[src/hdl/pcst_pkg.sv]
// Shared types and constants for the crop, scale and transpose pixel block.
`timescale 1ns / 1ps

package pcst_pkg;

  // Preview geometry and source limits
  localparam int unsigned PREVIEW_SIDE   = 240;
  localparam int unsigned MAX_SOURCE_DIM = 4096;

  // Fixed field widths
  localparam int unsigned SRC_W     = 12;
  localparam int unsigned CH_W      = 8;
  localparam int unsigned IDX_W     = 16;
  localparam int unsigned COLOR_W   = 16;
  localparam int unsigned DIM_W     = 13;
  localparam int unsigned CFG_IDX_W = 1;

  // Divider geometry: quotient is always below PREVIEW_SIDE
  localparam int unsigned QW     = $clog2(PREVIEW_SIDE);
  localparam int unsigned PS_W   = $clog2(PREVIEW_SIDE + 1);
  localparam int unsigned PROD_W = DIM_W + PS_W;

  localparam logic [DIM_W-1:0] WIDTH_RST  = DIM_W'(640);
  localparam logic [DIM_W-1:0] HEIGHT_RST = DIM_W'(480);

  typedef enum logic [CFG_IDX_W-1:0] {
    CFG_SRC_WIDTH  = 1'b0,
    CFG_SRC_HEIGHT = 1'b1
  } cfg_idx_e;

  typedef struct packed {
    logic [SRC_W-1:0] src_x;
    logic [SRC_W-1:0] src_y;
    logic [CH_W-1:0]  red;
    logic [CH_W-1:0]  green;
    logic [CH_W-1:0]  blue;
  } pix_in_t;

  typedef struct packed {
    logic [IDX_W-1:0]   pixel_index;
    logic [COLOR_W-1:0] color;
  } pix_out_t;

  // Crop geometry derived from the source size
  typedef struct packed {
    logic [DIM_W-1:0] side;
    logic [DIM_W-1:0] cx;
    logic [DIM_W-1:0] cy;
  } geom_t;

  // One lane of the restoring divider: partial remainder and the dividend
  // bits still to shift in, which are replaced by quotient bits
  typedef struct packed {
    logic [DIM_W-1:0] rem;
    logic [QW-1:0]    qd;
  } div_lane_t;

  typedef struct packed {
    div_lane_t          x;
    div_lane_t          y;
    logic [COLOR_W-1:0] color;
  } div_t;

endpackage

[src/hdl/pcst_geom.sv]
// Source size registers and centred square crop geometry.
`timescale 1ns / 1ps

module pcst_geom (
  input  logic                            clk_i,
  input  logic                            rst_ni,
  input  logic                            cfg_valid_i,
  output logic                            cfg_ready_o,
  input  logic [pcst_pkg::CFG_IDX_W-1:0]  cfg_index_i,
  input  logic [pcst_pkg::DIM_W-1:0]      cfg_data_i,
  output pcst_pkg::geom_t                 geom_o
);

  logic [pcst_pkg::DIM_W-1:0] width_q, height_q;
  logic [pcst_pkg::DIM_W-1:0] clamped;
  logic [pcst_pkg::DIM_W-1:0] full_min, sw, sh, side;
  logic                       halve;

  assign cfg_ready_o = 1'b1;

  assign clamped = (cfg_data_i > pcst_pkg::DIM_W'(pcst_pkg::MAX_SOURCE_DIM)) ?
                   pcst_pkg::DIM_W'(pcst_pkg::MAX_SOURCE_DIM) : cfg_data_i;

  always_ff @(posedge clk_i or negedge rst_ni) begin
    if (!rst_ni) begin
      width_q  <= pcst_pkg::WIDTH_RST;
      height_q <= pcst_pkg::HEIGHT_RST;
    end else if (cfg_valid_i && cfg_ready_o) begin
      unique case (pcst_pkg::cfg_idx_e'(cfg_index_i))
        pcst_pkg::CFG_SRC_WIDTH:  width_q  <= clamped;
        pcst_pkg::CFG_SRC_HEIGHT: height_q <= clamped;
      endcase
    end
  end

  // Decoder halves the frame when half the short side still covers the preview
  always_comb begin
    full_min = (width_q < height_q) ? width_q : height_q;
    halve    = (full_min >> 1) >= pcst_pkg::DIM_W'(pcst_pkg::PREVIEW_SIDE);
    sw       = halve ? (width_q >> 1) : width_q;
    sh       = halve ? (height_q >> 1) : height_q;
    side     = (sw < sh) ? sw : sh;
    geom_o.side = side;
    geom_o.cx   = (sw - side) >> 1;
    geom_o.cy   = (sh - side) >> 1;
  end

  a_side_le_max : assert property (@(posedge clk_i) disable iff (!rst_ni)
    geom_o.side <= pcst_pkg::DIM_W'(pcst_pkg::MAX_SOURCE_DIM))
    else $error("crop side above source limit");

  a_crop_in_x : assert property (@(posedge clk_i) disable iff (!rst_ni)
    (geom_o.cx + geom_o.side) <= width_q)
    else $error("horizontal crop exceeds frame");

  a_crop_in_y : assert property (@(posedge clk_i) disable iff (!rst_ni)
    (geom_o.cy + geom_o.side) <= height_q)
    else $error("vertical crop exceeds frame");

endmodule

[src/hdl/pcst_cell.sv]
// One restoring division step for both coordinates, with its pipeline register.
`timescale 1ns / 1ps

module pcst_cell (
  input  logic                        clk_i,
  input  logic                        rst_ni,
  input  logic [pcst_pkg::DIM_W-1:0]  side_i,
  input  logic                        up_valid_i,
  output logic                        up_ready_o,
  input  pcst_pkg::div_t              up_data_i,
  output logic                        dn_valid_o,
  input  logic                        dn_ready_i,
  output pcst_pkg::div_t              dn_data_o
);

  logic           valid_q;
  pcst_pkg::div_t data_q, data_d;

  function automatic pcst_pkg::div_lane_t div_step(pcst_pkg::div_lane_t l,
                                                   logic [pcst_pkg::DIM_W-1:0] d);
    logic [pcst_pkg::DIM_W:0] r2;
    logic [pcst_pkg::DIM_W:0] diff;
    logic                     ge;
    pcst_pkg::div_lane_t      res;
    r2   = {l.rem, l.qd[pcst_pkg::QW-1]};
    diff = r2 - {1'b0, d};
    ge   = r2 >= {1'b0, d};
    res.rem = ge ? diff[pcst_pkg::DIM_W-1:0] : r2[pcst_pkg::DIM_W-1:0];
    res.qd  = {l.qd[pcst_pkg::QW-2:0], ge};
    return res;
  endfunction

  always_comb begin
    data_d.x     = div_step(up_data_i.x, side_i);
    data_d.y     = div_step(up_data_i.y, side_i);
    data_d.color = up_data_i.color;
  end

  assign up_ready_o = !valid_q || dn_ready_i;
  assign dn_valid_o = valid_q;
  assign dn_data_o  = data_q;

  always_ff @(posedge clk_i or negedge rst_ni) begin
    if (!rst_ni) begin
      valid_q <= 1'b0;
    end else if (up_ready_o) begin
      valid_q <= up_valid_i;
    end
  end

  always_ff @(posedge clk_i) begin
    if (up_valid_i && up_ready_o) begin
      data_q <= data_d;
    end
  end

  a_rem_below_side : assert property (@(posedge clk_i) disable iff (!rst_ni)
    (valid_q && side_i != '0) |-> (data_q.x.rem < side_i && data_q.y.rem < side_i))
    else $error("partial remainder not below divisor");

endmodule

[src/hdl/pixel_crop_scale_transpose_rgb565_core.sv]
// An accepted pixel inside the crop passes through the offset stage, the scaling multiply,
// one divider cell per quotient bit and the output register, in that order, before it appears on the output.
// Throughput: one pixel per cycle while out_stall_i is low; the divider cells are fully pipelined.
// Pixels outside the crop leave a bubble and produce no transfer.
// Reset: asynchronous, active low; clears all valid bits and loads 640 x 480.
`timescale 1ns / 1ps

module pixel_crop_scale_transpose_rgb565_core (
  input  logic                            clk_i,
  input  logic                            rst_ni,
  input  logic                            in_valid_i,
  output logic                            in_stall_o,
  input  pcst_pkg::pix_in_t               in_data_i,
  output logic                            out_valid_o,
  input  logic                            out_stall_i,
  output pcst_pkg::pix_out_t              out_data_o,
  input  logic                            cfg_valid_i,
  output logic                            cfg_ready_o,
  input  logic [pcst_pkg::CFG_IDX_W-1:0]  cfg_index_i,
  input  logic [pcst_pkg::DIM_W-1:0]      cfg_data_i
);

  localparam int unsigned NC = pcst_pkg::QW;

  pcst_pkg::geom_t geom;

  // Offset stage
  logic                       a_valid_q, a_valid_d, a_ready;
  logic [pcst_pkg::DIM_W-1:0] a_off_x_q, a_off_y_q, a_off_x_d, a_off_y_d;
  logic [pcst_pkg::COLOR_W-1:0] a_color_q, a_color_d;
  logic [pcst_pkg::DIM_W-1:0] sx, sy;
  logic                       in_crop;

  // Scaling stage
  logic                        b_valid_q, b_ready;
  pcst_pkg::div_t              b_data_q, b_data_d;
  logic [pcst_pkg::PROD_W-1:0] prod_x, prod_y;

  // Divider chain
  logic           c_valid [NC+1];
  logic           c_ready [NC+1];
  pcst_pkg::div_t c_data  [NC+1];

  // Output register
  logic               out_valid_q, out_ready;
  pcst_pkg::pix_out_t out_data_q, out_data_d;

  pcst_geom u_geom (
    .clk_i       (clk_i),
    .rst_ni      (rst_ni),
    .cfg_valid_i (cfg_valid_i),
    .cfg_ready_o (cfg_ready_o),
    .cfg_index_i (cfg_index_i),
    .cfg_data_i  (cfg_data_i),
    .geom_o      (geom)
  );

  assign a_ready    = !a_valid_q || b_ready;
  assign in_stall_o = !a_ready;

  always_comb begin
    sx = {1'b0, in_data_i.src_x};
    sy = {1'b0, in_data_i.src_y};
    in_crop = (sx >= geom.cx) && (sx < geom.cx + geom.side) &&
              (sy >= geom.cy) && (sy < geom.cy + geom.side);
    a_valid_d = in_valid_i && in_crop;
    a_off_x_d = sx - geom.cx;
    a_off_y_d = sy - geom.cy;
    a_color_d = {in_data_i.red[7:3], in_data_i.green[7:2], in_data_i.blue[7:3]};
  end

  always_ff @(posedge clk_i or negedge rst_ni) begin
    if (!rst_ni) begin
      a_valid_q <= 1'b0;
    end else if (a_ready) begin
      a_valid_q <= a_valid_d;
    end
  end

  always_ff @(posedge clk_i) begin
    if (a_valid_d && a_ready) begin
      a_off_x_q <= a_off_x_d;
      a_off_y_q <= a_off_y_d;
      a_color_q <= a_color_d;
    end
  end

  // Offset times preview side; top bits seed the remainder (always below side)
  always_comb begin
    prod_x = pcst_pkg::PROD_W'(a_off_x_q) * pcst_pkg::PROD_W'(pcst_pkg::PREVIEW_SIDE);
    prod_y = pcst_pkg::PROD_W'(a_off_y_q) * pcst_pkg::PROD_W'(pcst_pkg::PREVIEW_SIDE);
    b_data_d.x.rem = pcst_pkg::DIM_W'(prod_x >> pcst_pkg::QW);
    b_data_d.x.qd  = prod_x[pcst_pkg::QW-1:0];
    b_data_d.y.rem = pcst_pkg::DIM_W'(prod_y >> pcst_pkg::QW);
    b_data_d.y.qd  = prod_y[pcst_pkg::QW-1:0];
    b_data_d.color = a_color_q;
  end

  assign b_ready = !b_valid_q || c_ready[0];

  always_ff @(posedge clk_i or negedge rst_ni) begin
    if (!rst_ni) begin
      b_valid_q <= 1'b0;
    end else if (b_ready) begin
      b_valid_q <= a_valid_q;
    end
  end

  always_ff @(posedge clk_i) begin
    if (a_valid_q && b_ready) begin
      b_data_q <= b_data_d;
    end
  end

  assign c_valid[0] = b_valid_q;
  assign c_data[0]  = b_data_q;

  for (genvar i = 0; i < NC; i++) begin : g_cell
    pcst_cell u_cell (
      .clk_i      (clk_i),
      .rst_ni     (rst_ni),
      .side_i     (geom.side),
      .up_valid_i (c_valid[i]),
      .up_ready_o (c_ready[i]),
      .up_data_i  (c_data[i]),
      .dn_valid_o (c_valid[i+1]),
      .dn_ready_i (c_ready[i+1]),
      .dn_data_o  (c_data[i+1])
    );
  end

  assign out_ready   = !out_valid_q || !out_stall_i;
  assign c_ready[NC] = out_ready;

  // Transpose: preview row comes from the source column
  always_comb begin
    out_data_d.pixel_index = pcst_pkg::IDX_W'(
      32'(c_data[NC].x.qd) * 32'(pcst_pkg::PREVIEW_SIDE) + 32'(c_data[NC].y.qd));
    out_data_d.color = c_data[NC].color;
  end

  always_ff @(posedge clk_i or negedge rst_ni) begin
    if (!rst_ni) begin
      out_valid_q <= 1'b0;
    end else if (out_ready) begin
      out_valid_q <= c_valid[NC];
    end
  end

  always_ff @(posedge clk_i) begin
    if (c_valid[NC] && out_ready) begin
      out_data_q <= out_data_d;
    end
  end

  assign out_valid_o = out_valid_q;
  assign out_data_o  = out_data_q;

  a_no_stall_when_empty : assert property (@(posedge clk_i) disable iff (!rst_ni)
    !out_valid_q |-> !in_stall_o)
    else $error("input stalled with empty output register");

  a_quot_in_range : assert property (@(posedge clk_i) disable iff (!rst_ni)
    c_valid[NC] |-> (32'(c_data[NC].x.qd) < 32'(pcst_pkg::PREVIEW_SIDE) &&
                     32'(c_data[NC].y.qd) < 32'(pcst_pkg::PREVIEW_SIDE)))
    else $error("preview coordinate out of range");

  a_outside_dropped : assert property (@(posedge clk_i) disable iff (!rst_ni)
    (in_valid_i && !in_stall_o && !in_crop) |=> !a_valid_q)
    else $error("pixel outside crop entered pipeline");

endmodule
[config.mk]
export PLATFORM = sky130hd
export DESIGN_NAME = pixel_crop_scale_transpose_rgb565_core
export DESIGN_NICKNAME = d
export VERILOG_FILES = /design/src/hdl/pcst_pkg.sv /design/src/hdl/pcst_geom.sv /design/src/hdl/pcst_cell.sv /design/src/hdl/pixel_crop_scale_transpose_rgb565_core.sv
export SDC_FILE = /design/constraint.sdc
export NUM_CORES = 1
export LEC_CHECK = 0
export ABC_AREA = 1
export BUFFER_PORTS_ARGS = -buffer_cell sky130_fd_sc_hd__buf_4
export CAP_MARGIN = 20
export CORE_AREA = 2 2 249 497
export CTS_BUF_LIST = sky130_fd_sc_hd__clkbuf_2 sky130_fd_sc_hd__clkbuf_4 sky130_fd_sc_hd__clkbuf_8
export DETAILED_ROUTE_END_ITERATION = 8
export DIE_AREA = 0 0 251 499
export MAX_ROUTING_LAYER = met4
export SLEW_MARGIN = 20
export SYNTH_ARGS = -nofsm -noshare
export SYNTH_HDL_FRONTEND = slang
export SYNTH_SLANG_ARGS = --single-unit
[constraint.sdc]
create_clock -name clk_i -period 16.06 [get_ports clk_i]
set_clock_uncertainty 0.15 [all_clocks]
set_input_delay 0.803 -clock clk_i [delete_from_list [all_inputs] [get_ports clk_i]]
set_output_delay 0.803 -clock clk_i [all_outputs]
set_load 0.05 [all_outputs]
# Word-level counts from Yosys, hierarchy flattened
# Cells that the tools add are included.
[word_totals]
ff_bits = 555
out_inout_bits = 35
wordCells = 176
[op_classes]
addsub = 21
n_mul = 3
n_lt_le_gt_ge = 24
n_mux = 19
n_bitwise = 1
reduce_logical = 41
[ops]
columns = ["operator", "count"]
rows = [
  ["two-way mux 13 bit", 19],
  [">= comparator 14 x 13 -> 1 bit", 16],
  ["subtractor 13 bit", 16],
  ["multiplier 13 x 4 -> 17 bit, second input constant", 2],
  ["adder 12 x 13 -> 13 bit", 2],
  ["less-than comparator 12 x 13 -> 1 bit", 2],
  ["less-than comparator 13 bit", 2],
  ["subtractor 12 x 12 -> 13 bit", 2],
  [">= comparator 12 bit", 2],
  ["adder 16 x 8 -> 16 bit", 1],
  ["logical AND 1 bit", 15],
  ["greater-than comparator 13 bit, second input constant", 1],
  ["zero test 1 bit", 13],
  [">= comparator 12 x 8 -> 1 bit, second input constant", 1],
  ["multiplier 8 x 4 -> 12 bit, second input constant", 1],
  ["logical OR 1 bit", 11],
  ["AND reduction 2 bit", 2],
  ["inverter 1 bit", 1],
]

# Depth between registers and ports, before layout
# Gate-level depths: netlist of run 1.
[logic_depth]
depth_word = 14
ltp_mapped = 59
depth_no_buf = 55

# Hierarchy
# A second synthesis of run 1 with hierarchy kept.
[unflattened]
cells_unflattened = 5384
area_unflattened_um2 = 46492.1
[by_module_without_submodules]
columns = ["module", "n_inst", "cells_each", "area_per_inst_um2", "seq_area_each_um2"]
rows = [
  ["pcst_cell (g_cell[0].u_cell ...)", 6, 474, 4125.2, 1766.7],
  ["pixel_crop_scale_transpose_rgb565_core", 1, 957, 9974.6, 3798.6],
  ["pcst_cell (g_cell[3].u_cell ...)", 2, 473, 4056.4, 1766.7],
  ["pcst_geom", 1, 637, 3653.5, 658.1],
]

# Worst setup path after synthesis of run 1
# OpenSTA, ideal clock, no wires.
[synth_path]
path_kind = "register -> register"
from = "reg u_geom.height_q[8] (netlist name)"
to = "reg a_color_q[0] (netlist name), enable pin"
setup_ns = 0.396
t_arrival_ns = 8.384
required_time_ns = 15.514
slack_ns = 7.130
stages_incl_launch_ff = 52
n_path_buf = 7
cell_sequence = "dfstp_2 > inv_1 > ha_1 > nand2_1 > nand2_1 > nand2_1 > nand3_1 > nor2_1 > nand2_1 > nand2_1 > nand2_2 > nor2_8 > buf_6 > clkbuf_1 > clkbuf_1 > clkbuf_1 > o21ai_0 > ha_1 > (+16 left out) > nand2_1 > inv_1 > ha_1 > a21oi_1 > o21ai_0 > a31oi_1 > xor2_1 > ha_1 > a21oi_1 > o21ai_0 > nand3_1 > nand2_1 > a21o_1 > nand2_1 > nor2_1 > nor2_1 > nand2_1 > inv_1"
[synth_via]
elab_chain_len = 14
[synth_lines]
columns = ["item", "line", "text"]
rows = [
  ["from (decl)", "pcst_geom.sv:14", "logic [pcst_pkg::DIM_W-1:0] width_q, height_q;"],
  ["from (signal assigned)", "pcst_geom.sv:27", "height_q <= pcst_pkg::HEIGHT_RST;"],
  ["from (signal assigned)", "pcst_geom.sv:31", "pcst_pkg::CFG_SRC_HEIGHT: height_q <= clamped;"],
  ["less-than comparator 13 bit", "pcst_geom.sv:38", "full_min = (width_q < height_q) ? width_q : height_q;"],
  ["two-way mux 13 bit", "pcst_geom.sv:38", ""],
  [">= comparator 12 x 8 -> 1 bit", "pcst_geom.sv:39", "halve = (full_min >> 1) >= pcst_pkg::DIM_W'(pcst_pkg::PREVIEW_SIDE);"],
  ["two-way mux 13 bit (on tied branches)", "pcst_geom.sv:40, pcst_geom.sv:41", ""],
  ["less-than comparator 13 bit", "pcst_geom.sv:42", "side = (sw < sh) ? sw : sh;"],
  ["two-way mux 13 bit", "pcst_geom.sv:42", ""],
  ["subtractor 13 bit", "pcst_geom.sv:44", "geom_o.cx = (sw - side) >> 1;"],
  ["adder 12 x 13 -> 13 bit", "pixel_crop_scale_transpose_rgb565_core.sv:64", "in_crop = (sx >= geom.cx) && (sx < geom.cx + geom.side) &&"],
  ["less-than comparator 12 x 13 -> 1 bit", "pixel_crop_scale_transpose_rgb565_core.sv:64", ""],
  ["logical AND 1 bit (2 in series)", "pixel_crop_scale_transpose_rgb565_core.sv:64", ""],
  ["logical AND 1 bit *", "pixel_crop_scale_transpose_rgb565_core.sv:65", "(sy >= geom.cy) && (sy < geom.cy + geom.side);"],
  ["logical AND 1 bit *", "pixel_crop_scale_transpose_rgb565_core.sv:66", "a_valid_d = in_valid_i && in_crop;"],
  ["logical AND 1 bit *", "pixel_crop_scale_transpose_rgb565_core.sv:81", "if (a_valid_d && a_ready) begin"],
  ["to (signal assigned)", "pixel_crop_scale_transpose_rgb565_core.sv:84", "a_color_q <= a_color_d;"],
  ["to (decl)", "pixel_crop_scale_transpose_rgb565_core.sv:30", "logic [pcst_pkg::COLOR_W-1:0] a_color_q, a_color_d;"],
]
# Every way passes the cells marked *; elsewhere a longest branch is shown, timed or not.
# A chain may end at the register's enable or synchronous reset.

# Worst setup path after layout of run 1
[layout_path]
from = "reg u_geom.height_q[8] (netlist name)"
to = "reg a_color_q[12] (netlist name), enable pin"
# The elaborated chain is that of the path after synthesis.

==> results of run 1 <==
-- sequential cells by signal (all words and copies together) (netlist names) --
register and cells:
g_cell.u_cell.dn_valid_o 8, a_color_q 16, a_off_x_q 13, a_valid_q 1
b_data_q 50, out_valid_o 1, u_geom.height_q 13, g_cell.u_cell.dn_data_o 394
b_valid_q 1, u_geom.width_q 13, a_off_y_q 13, out_data_o 32
-- cell usage in the layout, fill, tap and decap left out, types with 31 or more instances in the layout --
master	instances
o21ai_0	167
dfrtp_1	31
a21oi_1	167
o21bai_1	35
nand2_1	936
xor2_1	115
edfxtp_1	518
fa_1	69
nand3_1	197
xnor2_1	82
nand4_1	51
nor2_1	251
nor3_1	40
inv_1	485
clkbuf_8	87
o21ai_1	142
ha_1	287
buf_4	117
-- repair_timing --
| item | 4_1_cts | 5_1_grt |
|---|---|---|
| resized for setup | 0 | 0 |
| hold endpoints to repair | 41 | 0 |
| hold buffers | 11 | 0 |
-- synthesized netlist by cell type (6+ instances only) --
| library cell | count |
|---|---|
| inv_2 | 21 |
| buf_2 | 19 |
| or2_2 | 8 |
| a31oi_1 | 27 |
| nand3_1 | 197 |
| nor4_1 | 7 |
| nor2_1 | 255 |
| nand3_2 | 9 |
| xor2_1 | 115 |
| xnor2_1 | 82 |
| nand4_1 | 51 |
| a21oi_2 | 18 |
| a211oi_1 | 8 |
| o21ai_0 | 168 |
| nand2_1 | 936 |
| o21bai_1 | 35 |
| a21boi_0 | 9 |
| ha_1 | 287 |
| a21oi_1 | 168 |
| o21a_1 | 14 |
| buf_4 | 12 |
| and2_1 | 7 |
| fa_1 | 69 |
| a31o_2 | 6 |
| nor3_1 | 40 |
| a2111oi_0 | 7 |
| o21ai_2 | 14 |
| o21ai_1 | 142 |
| o211ai_1 | 8 |
| nand3b_1 | 9 |
| a21o_1 | 16 |
| nand2_2 | 27 |
| inv_1 | 491 |
| buf_6 | 15 |
| clkbuf_1 | 9 |
| or2_1 | 7 |
| dfstp_2 | 6 |
| dfrtp_1 | 31 |
| edfxtp_1 | 518 |
-- per-layer routing --
metal  part of all wire [%]  routed length (um)  vias up
met3                    3.0                2680      222
li1                       -                   -    13700
met5                      0                   0        -
met4                    5.8                5270        0
met1                     33               29500    12600
met2                     58               52700      444
-- stage by stage --
step / setup slack (ns) / instance area, um2
finish: 6.39 / 40600
global route: 5.31 / 40600
CTS: 6.29 / 40600
detailed placement: 6.31 / 38700
global placement: 6.33 / 38700
floorplan: 7.13 / 36300
-- final timing paths --
| check | cells past startpoint | from | slack [ns] | end |
|---|---|---|---|---|
| worst max-delay path | 46 | u_geom.height_q[8] | 6.39 | a_color_q[12] |
| worst min-delay path | 1 | in_data_i[4] | 0.11 | a_color_q[1] |
| max in group asynchronous | 2 | rst_ni | 14.86 | g_cell[2].u_cell.dn_valid_o |
| min in group asynchronous | 2 | rst_ni | 0.48 | u_geom.width_q[11] |
| worst min register to register | 0 | g_cell[2].u_cell.dn_data_o[9] | 0.26 | g_cell[3].u_cell.dn_data_o[9] |
| worst max register to register | 46 | u_geom.height_q[8] | 6.39 | a_color_q[12] |
-- area by class of cell --
class                           instances  share of cell area (%)
Timing Repair Buffer                  128                    2.43
Inverter                              512                    4.74
Tap cell                             1555                    4.79
Multi-Input combinational cell       2805                    43.0
Sequential cell                       555                    40.6
Antenna cell                            1                 0.00616
Clock inverter                         46                    1.12
Clock buffer                          108                    3.33
-- kinds of logic after synthesis --
group                      count (synthesis)  synth area share, %
AOI/OAI and AO/OA                        680                 11.2
xor gates and xnor gates                 197                 4.76
adders and majority gates                356                 13.7
buffers and inverters                    568                 6.43
DFF                                      555                 45.5
other                                      1               0.0103
and+or+nand+nor                         1571                 18.4
-- worst max-delay path: cells and delay by family (launching register included) --
family	cells	cell delay (ns)
simple gates	28	4.11
compound gates	6	1.39
buf+inv	7	1.29
fa+ha+maj	4	1.19
flops	1	0.58
xor+xnor	1	0.53
==> out/metrics.cfg, run 1 <==
[status]
outcome = completed

[critical_path]
path_max_fanout = 51
crit_top_cell = nand2_1
crit_path_end_kind = flop
crit_slowest_cell = inv_2
cpPeakStageDelay_ns = 0.66
critical_path_class = reg -> reg
worst_setup_path_start_kind = flop
cp.arrival_ns = 9.88
critPathRequiredTime_ns = 16.26

[sta]
worstMarginPinSlew_ns = 1.04
fin_setup_tns_ns = 0
rsz0062_at_grt = false
fin_crit_sh_pct = 60.2
maxSlewViolCount = 0
finalHoldViolations = 0
slew_headroom_pct = 29.9
setup_violations = 0
fmax_mhz = 103
hold_ws_ns = 0.109
fin_crit_ns = 9.67

[route]
dr.pass1.iters = 7
dr_total_vias = 27000
routed_wl_um = 90100
post-route-drc-count = 0
ant_nets = 0
wl_per_cell_um = 15.8
drt_iter0_drc = 1040
viasPerCell = 4.72

[floorplanning]
start_util_pct = 29.9
core-area_um2 = 121000
die_y_um = 499
dieArea_um2 = 125000
ios = 102
die_width_um = 251
rows = 181

[synthesis]
synth_edf_count = 518
syn_area_per_cell_um2 = 9.23
ys_seq_area_share_pct = 45.5
synth_nets = 4351
synth_area_um2 = 36300
ys_types = 69
async_reset_ff_share_pct = 6.67
ys_ff_latch = 555
ys_warn_count = 0
syn_inst = 3928
synthFlopType = edfxtp_1
synth_area_leaders = edfxtp_1 43%, ha_1 9.9%, nand2_1 9.7%
synth_largest_area_cell = edfxtp_1
synth_top_area_share_pct = 42.9

[global_route]
grt_use_total_pct = 15.0
grt-busiest-layer = met2
use_met3_pct = 2.01
grt_max_degree = 57
antenna_found_initial = 1
grt_util_met2_pct = 30.7
overflow = 0
grt_pass1_wl_um = 143000
grt_pass1_vias = 28300
met1_usage_pct = 12.5

[clocking]
clkTransAtPathRegs_ns = 0.07
cts_root_buf = clkbuf_8
cts.sinks = 555
cts_buffer_depth = 3
cts_tree = built
post_cts_buffers = 0
cts_buffers = 85
clock_latency_ns = 0.74
cts-htree-levels = 3

[finish]
syn_to_final_growth_pct = 12.1
drive_gt1_share_pct = 9.70
fin_nets = 4510
multiInputGateArea_um2 = 17500
n_fill_cell = 12500
final_cell_count_no_fill = 5710
seq_area_um2 = 16500
postLayoutCoreUtil_pct = 33.5

[flow_run]
maxCapViolCount = 0

[placed_design]
portBuffers = 92
dp_hpwl_um = 69300
dp.cells = 5544
routabilityCongestion = 0.902

[worst_hold_path]
hold_class = in -> reg

Power of run 1 is left out: the tool's default activity adds up to more than one toggle a clock period on the data nets, which glitch-free logic cannot reach.
==> inputs of run 2 (changes only) <==
==> constraint.sdc (replaced) <==
create_clock -name clk_i -period 9.1 [get_ports clk_i]
set_clock_uncertainty 0.15 [all_clocks]
set_input_delay 0.455 -clock clk_i [delete_from_list [all_inputs] [get_ports clk_i]]
set_output_delay 0.455 -clock clk_i [all_outputs]
set_load 0.05 [all_outputs]
==> out/metrics.cfg, run 2 (synthesis gave the netlist of run 1 again) <==
[worst_hold_path]
hold_class = in -> async

[finish]
fin_nets = 4569
largest_register_ffs = 394
final_cell_count_no_fill = 5763
final_cell_mix = 936 x nand2_1, 518 x edfxtp_1, 486 x inv_1, 287 x ha_1, 251 x nor2_1
final_common_cell = nand2_1
drive_gt1_share_pct = 9.94
n_fill_cell = 12500
design_area_um2 = 41100
syn_to_final_growth_pct = 13.4

[placed_design]
dp_hpwl_um = 70000
portBuffers = 92
dpl-instance-area_um2 = 38900
routabilityCongestion = 0.908
dp.cells = 5568

[sta]
worstMarginPinSlew_ns = 1.03
setup_violations = 0
fin_crit_ns = 8.23
maxSlewViolCount = 0
hold_ws_ns = 0.0907
fmax_mhz = 121
rsz0062_at_grt = false
finalHoldViolations = 0
slew_headroom_pct = 31.3
fin_crit_sh_pct = 90.5
fin_setup_tns_ns = 0

[clocking]
cts_tree = built
clkTransAtPathRegs_ns = 0.08
cts_buffers = 84
cts_buffer_depth = 3
clock_latency_ns = 0.76
cts-htree-levels = 3
cts.sinks = 555
cts_root_buf = clkbuf_8
post_cts_buffers = 0

[critical_path]
crit_top_cell = nand2_1
critical_path_class = reg -> reg
worst_setup_path_start_kind = flop
cpPeakStageDelay_ns = 0.57
crit_path_start = u_geom.height_q[8]
path_max_fanout = 42
rr_worst_depth = 49
crit_path_end_kind = flop
crit_slowest_cell = dfstp_2
critPathRequiredTime_ns = 9.35
r2r_start = u_geom.height_q[8]
cp-endpoint = a_color_q[5]
r2r_end = a_color_q[5]
cp.arrival_ns = 8.49
rrSetupSlack_ns = 0.87

[route]
wl_per_cell_um = 15.7
drt_iter0_drc = 996
dr.pass1.iters = 5
routed_wl_um = 90800
dr_total_vias = 27400
post-route-drc-count = 0
ant_nets = 0
viasPerCell = 4.75

[floorplanning]
core-area_um2 = 121000
rows = 181
ios = 102
dieArea_um2 = 125000
die_width_um = 251
die_y_um = 499
start_util_pct = 29.9

[global_route]
grt_pass1_vias = 28200
grt_max_degree = 57
antenna_found_initial = 1
grt_use_total_pct = 15.0
grt_pass1_wl_um = 143000
overflow = 0

[flow_run]
maxCapViolCount = 0

[status]
outcome = completed

[run 2: cell count changes in the layout (fill, tap and decap cells not counted), sizes merged]
cell,delta
dlygate4sd3,+33
buf,+25
clkinv,-9
clkbuf,+4
bufinv,-3
inv,+2
nor2,+2
clkinvlp,-1
[run 2: area by class of cell]
type / instances / area [um2] / area share (%)
sequential: 555 / 16500 / 40.1
clock inverter: 35 / 312 / 0.758
multi-input combinational: 2807 / 17500 / 42.6
inverter: 512 / 1920 / 4.68
tap: 1555 / 1950 / 4.73
antenna: 1 / 2.50 / 0.00609
clock buffer: 112 / 1390 / 3.37
timing repair buffer: 186 / 1540 / 3.74
[run 2: how the worst min path moves through the flow]
stage	startpoint	endpoint	cells past startpoint
floorplan	rst_ni	a_valid_q	0
finish	rst_ni	u_geom.height_q[12]	2
CTS	in_data_i[28]	a_off_y_q[4]	3
global route	in_data_i[28]	a_off_y_q[4]	3
global placement	b_data_q[43]	g_cell[0].u_cell.dn_data_o[44]	0
detailed placement	a_color_q[3]	b_data_q[3]	0
[run 2: stage by stage]
stage,util (%),setup slack (ns)
final,33.9,0.866
after global routing,33.9,0.0520
after detailed placement,32.1,0.564
after CTS,33.8,0.545
after floorplan,-,0.170
after global placement,32.1,0.528
[run 2: repair_timing]
item / CTS / global route
hold buffers: 44 / 0
setup endpoints to repair: 0 / 42
endpoints found under the hold margin: 88 / 0
resized for setup: 0 / 1
[run 2: worst max-delay path: cells and delay by family (launching register included)]
kind	cells	cell delay, ns
AND/OR/NAND/NOR	28	3.68
AO/OA/AOI/OAI	6	1.37
buffers and inverters	10	0.96
XOR/XNOR	1	0.07
flip-flops	1	0.57
adder cells (fa/ha/maj)	4	1.04
[run 2: metal layers]
| metal | vias up | global-route usage, % | share of wire, % |
|---|---|---|---|
| met2 | 437 | 30.4 | 58 |
| li1 | 13800 | - | - |
| met5 | - | - | 0 |
| met1 | 12900 | 12.5 | 33 |
| met4 | 0 | 8.88 | 6.0 |
| met3 | 228 | 2.12 | 3.3 |
Power of run 2 is left out for the same reason.
